==> src/hdl/dec_pkg.sv <==
// Shared types and constants for the difference-equation controller.
// Used by dec_csr, dec_ctrl, dec_datapath and the top level; no dependencies.
`timescale 1ns / 1ps
`default_nettype none

package dec_pkg;

   // History depths and gain register counts
   localparam int ERROR_TAPS    = 4;
   localparam int EFFORT_TAPS   = 2;
   localparam int NUM_ERR_GAINS = 4;
   localparam int NUM_EFF_GAINS = 2;
   localparam int TOTAL_TAPS    = ERROR_TAPS + EFFORT_TAPS;

   // Data widths
   localparam int DATA_W    = 16;
   localparam int ERR_W     = DATA_W + 1;
   localparam int GAIN_W    = 16;
   localparam int PROD_W    = ERR_W + GAIN_W;
   localparam int FRAC_BITS = 12;
   localparam int ACC_W     = PROD_W + $clog2(TOTAL_TAPS) + 1;
   localparam int STEP_W    = (TOTAL_TAPS > 1) ? $clog2(TOTAL_TAPS) : 1;

   // Configuration port
   localparam int CSR_ADDR_W = 3;
   localparam int CSR_DATA_W = 16;

   typedef enum logic [CSR_ADDR_W-1:0] {
      CSR_ERR_GAIN_0 = 3'd0,
      CSR_ERR_GAIN_1 = 3'd1,
      CSR_ERR_GAIN_2 = 3'd2,
      CSR_ERR_GAIN_3 = 3'd3,
      CSR_EFF_GAIN_0 = 3'd4,
      CSR_EFF_GAIN_1 = 3'd5,
      CSR_EFF_MIN    = 3'd6,
      CSR_EFF_MAX    = 3'd7
   } csr_index_type;

   // Register file contents seen by the datapath
   typedef struct packed {
      logic [NUM_ERR_GAINS-1:0][GAIN_W-1:0] err_gain;
      logic [NUM_EFF_GAINS-1:0][GAIN_W-1:0] eff_gain;
      logic [DATA_W-1:0]                    effort_min;
      logic [DATA_W-1:0]                    effort_max;
   } csr_regs_type;

   // Controller to datapath commands
   typedef struct packed {
      logic              load;    // capture new error, shift history, clear sum
      logic              mul;     // multiply tap selected by step
      logic              acc;     // add registered product into sum
      logic              finish;  // clamp, push effort history, load output
      logic [STEP_W-1:0] step;
   } dp_cmd_type;

   // Datapath to controller status
   typedef struct packed {
      logic out_free;             // output register can take a result this cycle
   } dp_status_type;

endpackage

`default_nettype wire

==> src/hdl/dec_csr.sv <==
// Configuration registers: gains and clamp limits, written through a plain write port.
// Depends on dec_pkg.
`timescale 1ns / 1ps
`default_nettype none

module dec_csr (
   input  wire logic                                clock,
   input  wire logic                                reset,
   input  wire logic                                csr_wr_en,
   input  wire logic [dec_pkg::CSR_ADDR_W-1:0]      csr_addr,
   input  wire logic [dec_pkg::CSR_DATA_W-1:0]      csr_wdata,
   output dec_pkg::csr_regs_type                    regs
);
   import dec_pkg::*;

   csr_regs_type regs_ff;
   csr_regs_type regs_in;

   // Decode the write
   always_comb begin
      regs_in = regs_ff;
      if (csr_wr_en) begin
         unique case (csr_index_type'(csr_addr))
            CSR_ERR_GAIN_0: regs_in.err_gain[0] = csr_wdata[GAIN_W-1:0];
            CSR_ERR_GAIN_1: regs_in.err_gain[1] = csr_wdata[GAIN_W-1:0];
            CSR_ERR_GAIN_2: regs_in.err_gain[2] = csr_wdata[GAIN_W-1:0];
            CSR_ERR_GAIN_3: regs_in.err_gain[3] = csr_wdata[GAIN_W-1:0];
            CSR_EFF_GAIN_0: regs_in.eff_gain[0] = csr_wdata[GAIN_W-1:0];
            CSR_EFF_GAIN_1: regs_in.eff_gain[1] = csr_wdata[GAIN_W-1:0];
            CSR_EFF_MIN:    regs_in.effort_min  = csr_wdata[DATA_W-1:0];
            CSR_EFF_MAX:    regs_in.effort_max  = csr_wdata[DATA_W-1:0];
         endcase
      end
   end

   // Hold the registers
   always_ff @(posedge clock) begin
      if (reset) begin
         regs_ff.err_gain   <= '0;
         regs_ff.eff_gain   <= '0;
         regs_ff.effort_min <= {1'b1, {(DATA_W-1){1'b0}}};
         regs_ff.effort_max <= {1'b0, {(DATA_W-1){1'b1}}};
      end else begin
         regs_ff <= regs_in;
      end
   end

   assign regs = regs_ff;

endmodule

`default_nettype wire

==> src/hdl/dec_ctrl.sv <==
// Sequencer: accepts one item, steps the shared multiplier over all taps,
// then clamps and hands the result to the output register. Depends on dec_pkg.
`timescale 1ns / 1ps
`default_nettype none

module dec_ctrl (
   input  wire logic              clock,
   input  wire logic              reset,
   input  wire logic              req_tvalid,
   output logic                   req_tready,
   input  dec_pkg::dp_status_type status,
   output dec_pkg::dp_cmd_type    cmd
);
   import dec_pkg::*;

   typedef enum logic [1:0] {
      ST_IDLE,
      ST_MUL,
      ST_DRAIN,
      ST_FINISH
   } state_type;

   state_type         state_ff;
   state_type         state_in;
   logic [STEP_W-1:0] step_ff;
   logic [STEP_W-1:0] step_in;

   // Next state and commands
   always_comb begin
      state_in   = state_ff;
      step_in    = step_ff;
      cmd        = '0;
      cmd.step   = step_ff;
      req_tready = 1'b0;
      unique case (state_ff)
         ST_IDLE: begin
            req_tready = 1'b1;
            if (req_tvalid) begin
               cmd.load = 1'b1;
               step_in  = '0;
               state_in = ST_MUL;
            end
         end
         ST_MUL: begin
            cmd.mul = 1'b1;
            cmd.acc = (step_ff != '0);
            if (step_ff == STEP_W'(TOTAL_TAPS - 1)) begin
               state_in = ST_DRAIN;
            end else begin
               step_in = step_ff + 1'b1;
            end
         end
         ST_DRAIN: begin
            // add the last product
            cmd.acc  = 1'b1;
            state_in = ST_FINISH;
         end
         ST_FINISH: begin
            // wait for room in the output register
            if (status.out_free) begin
               cmd.finish = 1'b1;
               state_in   = ST_IDLE;
            end
         end
      endcase
   end

   // Hold state
   always_ff @(posedge clock) begin
      if (reset) begin
         state_ff <= ST_IDLE;
         step_ff  <= '0;
      end else begin
         state_ff <= state_in;
         step_ff  <= step_in;
      end
   end

   a_accept_starts: assert property (@(posedge clock) disable iff (reset)
      (req_tvalid && req_tready) |=> (state_ff == ST_MUL && step_ff == '0))
      else $error("accepted transfer did not start the multiply sequence");

   a_cmd_exclusive: assert property (@(posedge clock) disable iff (reset)
      $onehot0({cmd.load, cmd.mul, cmd.finish}))
      else $error("load, multiply and finish commands overlap");

   a_drain_to_finish: assert property (@(posedge clock) disable iff (reset)
      (state_ff == ST_DRAIN) |=> (state_ff == ST_FINISH))
      else $error("drain did not advance to finish");

endmodule

`default_nettype wire

==> src/hdl/dec_datapath.sv <==
// Datapath: error and effort histories, one shared 17x16 multiplier, accumulator,
// clamp and output register. Depends on dec_pkg.
`timescale 1ns / 1ps
`default_nettype none

module dec_datapath (
   input  wire logic                        clock,
   input  wire logic                        reset,
   input  wire logic [dec_pkg::DATA_W-1:0]  desired_speed,
   input  wire logic [dec_pkg::DATA_W-1:0]  measured_speed,
   input  dec_pkg::csr_regs_type            regs,
   input  dec_pkg::dp_cmd_type              cmd,
   output dec_pkg::dp_status_type           status,
   output logic                             rsp_tvalid,
   input  wire logic                        rsp_tready,
   output logic [dec_pkg::DATA_W-1:0]       rsp_effort,
   output logic                             rsp_clamped
);
   import dec_pkg::*;

   logic signed [ERR_W-1:0]  err_hist_ff [ERROR_TAPS];
   logic signed [DATA_W-1:0] eff_hist_ff [EFFORT_TAPS];
   logic signed [PROD_W-1:0] prod_ff;
   logic signed [ACC_W-1:0]  acc_ff;
   logic [DATA_W-1:0]        rsp_effort_ff;
   logic                     rsp_clamped_ff;
   logic                     rsp_valid_ff;

   logic signed [ERR_W-1:0]  err_new;
   logic signed [ERR_W-1:0]  opnd;
   logic signed [GAIN_W-1:0] gain;
   logic signed [ACC_W-1:0]  shifted;
   logic signed [ACC_W-1:0]  lim_lo;
   logic signed [ACC_W-1:0]  lim_hi;
   logic [DATA_W-1:0]        effort_in;
   logic                     clamped_in;
   logic                     out_free;

   // Form the new error
   assign err_new = $signed({desired_speed[DATA_W-1], desired_speed})
                  - $signed({measured_speed[DATA_W-1], measured_speed});

   // Select the tap and gain for this step; taps without a register take zero gain
   always_comb begin
      opnd = '0;
      gain = '0;
      for (int i = 0; i < ERROR_TAPS; i++) begin
         if (cmd.step == STEP_W'(i)) opnd = err_hist_ff[i];
      end
      for (int i = 0; i < EFFORT_TAPS; i++) begin
         if (cmd.step == STEP_W'(ERROR_TAPS + i)) begin
            opnd = ERR_W'(eff_hist_ff[i]);
         end
      end
      for (int i = 0; i < NUM_ERR_GAINS; i++) begin
         if (i < ERROR_TAPS && cmd.step == STEP_W'(i)) gain = $signed(regs.err_gain[i]);
      end
      for (int i = 0; i < NUM_EFF_GAINS; i++) begin
         if (i < EFFORT_TAPS && cmd.step == STEP_W'(ERROR_TAPS + i)) begin
            gain = $signed(regs.eff_gain[i]);
         end
      end
   end

   // Scale down and clamp; the lower limit is tested before the upper one
   always_comb begin
      shifted    = acc_ff >>> FRAC_BITS;
      lim_lo     = ACC_W'($signed(regs.effort_min));
      lim_hi     = ACC_W'($signed(regs.effort_max));
      effort_in  = shifted[DATA_W-1:0];
      clamped_in = 1'b0;
      if (shifted < lim_lo) begin
         effort_in  = regs.effort_min;
         clamped_in = 1'b1;
      end else if (shifted > lim_hi) begin
         effort_in  = regs.effort_max;
         clamped_in = 1'b1;
      end
   end

   assign out_free = !rsp_valid_ff || rsp_tready;

   // Histories
   always_ff @(posedge clock) begin
      if (reset) begin
         for (int i = 0; i < ERROR_TAPS; i++) err_hist_ff[i] <= '0;
         for (int i = 0; i < EFFORT_TAPS; i++) eff_hist_ff[i] <= '0;
      end else begin
         if (cmd.load) begin
            for (int i = ERROR_TAPS - 1; i > 0; i--) err_hist_ff[i] <= err_hist_ff[i-1];
            err_hist_ff[0] <= err_new;
         end
         if (cmd.finish) begin
            for (int i = EFFORT_TAPS - 1; i > 0; i--) eff_hist_ff[i] <= eff_hist_ff[i-1];
            eff_hist_ff[0] <= $signed(effort_in);
         end
      end
   end

   // Multiply and accumulate
   always_ff @(posedge clock) begin
      if (cmd.mul) prod_ff <= opnd * gain;
      if (cmd.load) begin
         acc_ff <= '0;
      end else if (cmd.acc) begin
         acc_ff <= acc_ff + ACC_W'(prod_ff);
      end
   end

   // Output register
   always_ff @(posedge clock) begin
      if (reset) begin
         rsp_valid_ff <= 1'b0;
      end else if (cmd.finish) begin
         rsp_valid_ff <= 1'b1;
      end else if (rsp_tready) begin
         rsp_valid_ff <= 1'b0;
      end
      if (cmd.finish) begin
         rsp_effort_ff  <= effort_in;
         rsp_clamped_ff <= clamped_in;
      end
   end

   assign status.out_free = out_free;
   assign rsp_tvalid      = rsp_valid_ff;
   assign rsp_effort      = rsp_effort_ff;
   assign rsp_clamped     = rsp_clamped_ff;

   a_finish_needs_room: assert property (@(posedge clock) disable iff (reset)
      cmd.finish |-> (!rsp_valid_ff || rsp_tready))
      else $error("result loaded over an untaken result");

   a_finish_shows_result: assert property (@(posedge clock) disable iff (reset)
      cmd.finish |=> rsp_valid_ff)
      else $error("finished result not presented");

endmodule

`default_nettype wire

==> src/hdl/difference_equation_controller_top.sv <==
// Top level of the direct-form difference-equation controller.
// Depends on dec_pkg, dec_csr, dec_ctrl and dec_datapath.
//
//   channel   direction  handshake              payload
//   req_      in         req_tvalid/req_tready  tdata: desired_speed, measured_speed
//   rsp_      out        rsp_tvalid/rsp_tready  tdata: effort; tuser: clamped
//   csr_      in         csr_wr_en              csr_addr, csr_wdata
//
// Once accepted, an item steps the single 17x16 multiplier over all six taps,
// one tap at a time; the last product is then added, and the result is clamped
// and loaded into the output register. The next item is accepted only once the
// sequencer is idle again, after the previous result has been loaded.
// Reset is synchronous and active high; it clears histories and gains and
// returns the limits to the full 16-bit range.
// A result waits in the output register while rsp_tready is low; the next item
// is accepted meanwhile and its result holds in the accumulator until the slot frees.
`timescale 1ns / 1ps
`default_nettype none

module difference_equation_controller_top (
   input  wire logic                                  clock,
   input  wire logic                                  reset,
   input  wire logic                                  req_tvalid,
   output logic                                       req_tready,
   input  wire logic [2*dec_pkg::DATA_W-1:0]          req_tdata,  // desired_speed, measured_speed
   output logic                                       rsp_tvalid,
   input  wire logic                                  rsp_tready,
   output logic [dec_pkg::DATA_W-1:0]                 rsp_tdata,  // effort
   output logic                                       rsp_tuser,  // clamped
   input  wire logic                                  csr_wr_en,
   input  wire logic [dec_pkg::CSR_ADDR_W-1:0]        csr_addr,
   input  wire logic [dec_pkg::CSR_DATA_W-1:0]        csr_wdata
);
   import dec_pkg::*;

   csr_regs_type  regs;
   dp_cmd_type    cmd;
   dp_status_type status;

   dec_csr u_csr (
      .clock     (clock),
      .reset     (reset),
      .csr_wr_en (csr_wr_en),
      .csr_addr  (csr_addr),
      .csr_wdata (csr_wdata),
      .regs      (regs)
   );

   dec_ctrl u_ctrl (
      .clock      (clock),
      .reset      (reset),
      .req_tvalid (req_tvalid),
      .req_tready (req_tready),
      .status     (status),
      .cmd        (cmd)
   );

   dec_datapath u_datapath (
      .clock          (clock),
      .reset          (reset),
      .desired_speed  (req_tdata[DATA_W-1:0]),
      .measured_speed (req_tdata[2*DATA_W-1:DATA_W]),
      .regs           (regs),
      .cmd            (cmd),
      .status         (status),
      .rsp_tvalid     (rsp_tvalid),
      .rsp_tready     (rsp_tready),
      .rsp_effort     (rsp_tdata),
      .rsp_clamped    (rsp_tuser)
   );

endmodule

`default_nettype wire

==> config.mk <==
export PLATFORM = sky130hd
export DESIGN_NAME = difference_equation_controller_top
export DESIGN_NICKNAME = d
export VERILOG_FILES = /design/src/hdl/dec_pkg.sv /design/src/hdl/dec_csr.sv /design/src/hdl/dec_ctrl.sv /design/src/hdl/dec_datapath.sv /design/src/hdl/difference_equation_controller_top.sv
export SDC_FILE = /design/constraint.sdc
export NUM_CORES = 2
export LEC_CHECK = 0
export BUFFER_PORTS_ARGS = -buffer_cell sky130_fd_sc_hd__clkbuf_2
export CORE_AREA = 10 10 234 236
export CTS_BUF_LIST = sky130_fd_sc_hd__clkbuf_2 sky130_fd_sc_hd__clkbuf_4 sky130_fd_sc_hd__clkbuf_8
export CTS_CLUSTER_SIZE = 10
export DETAILED_ROUTE_END_ITERATION = 16
export DIE_AREA = 0 0 244 246
export PLACE_DENSITY = 0.78
export SLEW_MARGIN = 0
export SYNTH_ARGS = -nofsm -noshare
export SYNTH_HDL_FRONTEND = slang
export SYNTH_SLANG_ARGS = --single-unit
==> constraint.sdc <==
create_clock -name clock -period 12.6 [get_ports clock]
set_input_delay 2.52 -clock clock [delete_from_list [all_inputs] [get_ports clock]]
set_output_delay 2.52 -clock clock [all_outputs]
set_load 0.05 [all_outputs]
== After elaboration in Yosys (flattened, before gate mapping) ==
Memories as Yosys holds them, arrays and structs flattened.
Index checks and enable logic that the tools add are counted.

* Reductions and logical operators: 18
* Equal/unequal tests: 19
* Muxes and demuxes: 45
* Add/subtract/negate cells: 3
* Multiply operators: 1
* $lt $le $gt $ge: 2
* Bitwise operators: 6

{| class="wikitable"
|+ Operators by type and width
! cell !! count
|-
| $mux W17 || 10
|-
| $mux W16 || 10
|-
| $add A37 B33 Y37 || 1
|-
| $mul A17 B16 Y33 || 1
|-
| $gt A25 B16 Y1 || 1
|-
| $lt A25 B16 Y1 || 1
|-
| $eq A3 B3 Y1 const B || 6
|-
| $mux W1 || 17
|-
| $sub A16 B16 Y17 || 1
|-
| $reduce_and A2 Y1 || 8
|-
| $eq A3 B2 Y1 const B || 4
|-
| $pmux W2 S4 || 1
|-
| $eq A3 B1 Y1 const B || 2
|-
| $logic_not A3 Y1 || 2
|-
| $mux W2 || 3
|-
| $mux W3 || 2
|-
| $ne A2 B2 Y1 const B || 3
|-
| $or A1 B1 Y1 || 6
|-
| $pmux W3 S2 || 1
|-
| $reduce_and A3 Y1 || 2
|-
| $eq A2 B2 Y1 const B || 2
|-
| $reduce_bool A2 Y1 || 2
|-
| $add A3 B1 Y3 const B || 1
|-
| $reduce_bool A3 Y1 || 1
|-
| other kinds (6) || 6
|}

* Bits in writable memories: 100
* Logic and storage cells: 111
* Register bits: 221
* Memories: 2

{| class="wikitable"
|+ Memories
! name !! words !! bits a word !! rd ports !! clocked after Yosys merged registers in !! write ports !! line !! text
|-
| u_datapath.err_hist_ff || 4 || 17 || 4 || 0 || 4 || dec_datapath.sv:21 || <nowiki>logic signed [ERR_W-1:0] err_hist_ff [ERROR_TAPS];</nowiki>
|-
| u_datapath.eff_hist_ff || 2 || 16 || 2 || 0 || 2 || dec_datapath.sv:22 || <nowiki>logic signed [DATA_W-1:0] eff_hist_ff [EFFORT_TAPS];</nowiki>
|}

== Longest topological paths before layout ==
* Depth after elaboration: 8
* Depth in mapped cells: 35
* Depth with buffers taken out: 33

== Modules after synthesis ==
Synthesis repeated with hierarchy kept, for this count alone.

* Cells, all modules: 2,922
* Area, all modules: 27,667.8 um^2

{| class="wikitable"
|+ Modules (own cells, without submodules)
! module !! times used !! seq. area each (um^2) !! area each (um^2) !! cells each
|-
| dec_datapath || 1 || 5,265.0 || 22,261.4 || 2,421
|-
| dec_csr || 1 || 2,562.5 || 5,013.6 || 457
|-
| dec_ctrl || 1 || 100.1 || 392.9 || 44
|}

== Worst setup path after synthesis ==
Ideal clock, no wire load.

* Path type: reg-to-reg
* Start: register u_ctrl.step_ff[1]
* End: register u_datapath.prod_ff[32], data pin
* Stages on the path, launching flop included: 33
* Path slack: 4.873 ns
* Data arrival time: 7.466 ns
* Path through: dfxtp_1 -> inv_1 -> ha_1 -> nor2b_1 -> buf_1 -> clkbuf_1 -> a221oi_1 -> o311ai_0 -> o211ai_1 -> a21boi_1 -> clkbuf_1 -> nor2_1 -> fa_1 -> inv_1 -> fa_1 -> fa_1 -> fa_1 -> inv_1 -> fa_1 -> inv_1 -> fa_1 -> inv_1 -> ha_1 -> clkbuf_1 -> a211oi_1 -> o22ai_1 -> a311oi_2 -> a21bo_2 -> o31a_1 -> a21oi_1 -> a21oi_1 -> o21ai_0 -> xnor2_1

* Cells in the longest elaborated chain, start to end: 8

{| class="wikitable"
|+ RTL lines
! element !! line !! text
|-
| start, declared || dec_ctrl.sv:25 || <nowiki>logic [STEP_W-1:0] step_ff;</nowiki>
|-
| start signal, assigned || dec_ctrl.sv:75 || <nowiki>step_ff <= step_in;</nowiki>
|-
| $logic_not A3 Y1 || dec_datapath.sv:48, dec_datapath.sv:56 ||
|-
| $mux W17 / $mux W16 (equally long branches) (4 in a row) || dec_datapath.sv:48, dec_datapath.sv:56 ||
|-
| $mux W17 / $mux W16 (equally long branches) (2 in a row) || dec_datapath.sv:51, dec_datapath.sv:59 ||
|-
| $mul A17 B16 Y33 * || dec_datapath.sv:102 || <nowiki>if (cmd.mul) prod_ff <= opnd * gain;</nowiki>
|-
| end signal, assigned || dec_datapath.sv:102 ||
|-
| end, declared || dec_datapath.sv:23 || <nowiki>logic signed [PROD_W-1:0] prod_ff;</nowiki>
|}

Mark *: on every way between the ends. The rest lies on a longest branch, timed or not.
A chain may end at the register's enable or synchronous reset.

== Worst setup path in the final report ==
* Start: register u_ctrl.step_ff[0]
* End: register u_datapath.prod_ff[31], data pin

Same word-level chain as after synthesis.

==> impl_metrics.yaml <==
status:
  status: "finished, final reports clean"
clock_network:
  clk_path_buf_depth: 3
  cts-htree-levels: 2
  post-cts-setup-buffers: 0
  holdBufCountCts: 0
  clk_pin_slew_ps: 60
  cts_tree: "done"
  cts.sinks: 321
  ctsResizeCount: 0
  cts_buffers: 51
  cts_root_buf: "clkbuf_8"
  clk_latency_ps: 650
floorplanning:
  io_pins: 75
  die_w_um: 244
  initial_core_util_pct: 54.51
  dieArea_um2: 60020
  fp.dieH_um: 246
  core-area_um2: 49860
  rows: 82
drt:
  wl_met2_mm: 36.49
  highest_layer: "met4"
  drt-initial-drc-count: 2202
  vias: 22120
  wl_mm: 77.66
  post_drt_wl_per_cell_um: 20.48
  drt-met1-wl_mm: 29.70
  drcViolationCount: 0
  route.met3.wl_mm: 6.702
  ant_nets: 0
  drtPass1Iterations: 6
  via_per_inst: 5.832
power_and_ir_drop:
  vdd_ir_drop_max_v: 0.0001624
  power_density_nw_per_um2: 185.4
  cellLeakagePower_nw: 13.08
timing:
  final.setup.worst_slack_ps: 3335
  max-slew-margin-rel_pct: 15.38
  tightest_slew_ps: 1265
  setup-violations-final: 0
  skew_ps: 49.55
  period_needed_ps: 9265
  rsz0062_at_grt: "no"
  fin_hold_ws_ps: 455.1
  post-route-period-util_pct: 73.53
  slew_viol_final: 0
  finalSetupTns_ps: 0
  finalHoldViolCount: 0
  clock.fmax_ghz: 0.1079
setup_path:
  worst-path-max-fanout: 33
  critPathMaxStageDelay_ps: 760
  r2r_end: "u_datapath.prod_ff[31]"
  arrival_ps: 9620
  crit_path_end_kind: "flip-flop"
  crit_path_start_kind: "flip-flop"
  r2r-start: "u_ctrl.step_ff[0]"
  crit_type: "reg2reg"
  critical_path_required_ps: 12950
  r2r_cells: 29
  crit_start: "u_ctrl.step_ff[0]"
  rrSetupSlack_ps: 3340
  crit_top_cell: "fa_1"
  slowest_stage: "nor2b_4"
finish:
  diodes: 0
  design_area_um2: 29220
  drive_gt1_share_pct: 7.145
  final_nets: 3607
  synthToLayoutAreaGrowth_pct: 7.490
global_route:
  grt_pass1_vias: 22410
  grtUsageTotal_pct: 25.80
  grt_max_degree: 89
  gr-total-overflow: 0
  antenna_found_initial: 0
  grt_first_pass_wirelength_mm: 122.5
worst_hold_path:
  hold_path_end: "u_csr.regs[126]"
  hp-class: "reg2reg"
  holdPathStages: 2
  hold_start: "u_csr.regs[126]"
placement:
  place_area_um2: 28050
  gp_congestion: 0.9798
  io_buffers: 74
  place_ws_ps: 3568
  dp.final_hpwl_mm: 58.00
synthesis:
  netlist_top_cells_area: "fa_1, edfxtp_1, dfxtp_1"
  synth_edf_count: 150
  syn_nets: 3602
  ys_types: 71
  synth_ff_type: "dfxtp_1"
  ys_seq_area_share_pct: 29.17
  yosysTopAreaCell: "fa_1"
  synth_warnings: 0
  synth.most_common_cell: "nand2_1"
  syn_avg_cell_area_um2: 8.842
  synth_cells: 3074
  synth_common_cells: "nand2_1, inv_1, fa_1"
  synth.top_cell.area_share_pct: 20.48
  async_reset_ff_share_pct: 0
  synthesis.area_um2: 27180
  synth_seq_cells: 321
flow_run:
  cap_violations: 0
## worst max path at each step
stage / end / slack (ps)
after floorplan: u_datapath.prod_ff[32] / 4870
after global placement: u_datapath.prod_ff[31] / 3650
after detailed placement: u_datapath.prod_ff[31] / 3570
after CTS: u_datapath.prod_ff[31] / 3480
after global routing: u_datapath.prod_ff[32] / 2980
final: u_datapath.prod_ff[31] / 3340
## power breakdown
part | leakage, nW | internal (W) | switching (W) | total (W)
Combinational | 9.53 | 0.00100 | 0.00186 | 0.00286
Sequential | 2.93 | 0.00138 | 0.000153 | 0.00153
Clock | 0.622 | 0.000577 | 0.000446 | 0.00102
## through the flow
stage / cells / total power (W) / util, %
after floorplan: 3074 / 0.003439 / -
after global placement: 3698 / 0.004267 / 56.25
after detailed placement: 3698 / 0.004345 / 56.25
after CTS: 3793 / 0.005380 / 58.59
after global routing: 3793 / 0.005716 / 58.59
final: 3793 / 0.005415 / 58.59
## state kept, by name (all words and copies together), names as in the netlist
signal and flops:
u_datapath.err_hist_ff 68, u_datapath.rsp_effort 16, u_datapath.rsp_tvalid 1, u_datapath.acc_ff 37, u_datapath.eff_hist_ff 32, u_ctrl.step_ff 3, u_ctrl.state_ff 2, u_csr.regs 128
u_datapath.rsp_clamped 1, u_datapath.prod_ff 33
## placed cells by master (no fill, tap or decap), types with 17 or more instances in the layout
master,instances
buf_4,29
nand3_1,26
nor2_1,229
nand2b_1,26
inv_1,413
a21oi_1,236
clkbuf_8,61
clkbuf_4,17
o21a_1,17
nor3_1,22
mux2i_1,33
nor2b_1,23
fa_1,278
xnor2_1,53
nand2_1,573
o311ai_0,31
xor2_1,17
edfxtp_1,150
dfxtp_1,171
o211ai_1,39
a21o_1,37
ha_1,193
a211oi_1,21
o21ai_0,52
and2_1,112
clkbuf_2,73
a221oi_1,34
## worst max-delay path, delay by kind of cell, from the launching register on
kind	cells	cell delay, ps
AND/OR/NAND/NOR	4	1660
XOR/XNOR	1	90
AO/OA/AOI/OAI	11	2930
buffers and inverters	5	250
flip-flops	1	420
adder cells (fa/ha/maj)	8	3600
## kinds of logic (layout without fill, tap and decap cells)
group | count (synthesis) | in the layout | share of synthesized area (%)
flops | 321 | 321 | 29.17
compound gates | 540 | 540 | 12.78
simple gates | 1072 | 1072 | 17.19
buf+inv | 564 | 611 | 7.886
xor+xnor | 70 | 70 | 2.256
fa+ha+maj | 472 | 472 | 29.41
mux | 35 | 35 | 1.312
## layout make-up
class	instances	area, um2
inverter	414	1554
clock buffer	78	967.2
clock inverter	17	202.7
timing repair buffer	102	583.1
fill	4356	20650
multi-input combinational	2189	17140
tap	672	840.8
sequential	321	7928
## metal layers
layer / GRT usage, % / vias to the layer above
li1: - / 10060
met1: 31.66 / 10740
met2: 41.88 / 1056
met3: 5.194 / 259
met4: 14.96 / 0
met5: 0 / -
Note: power is estimated with default switching activity, not from simulation.
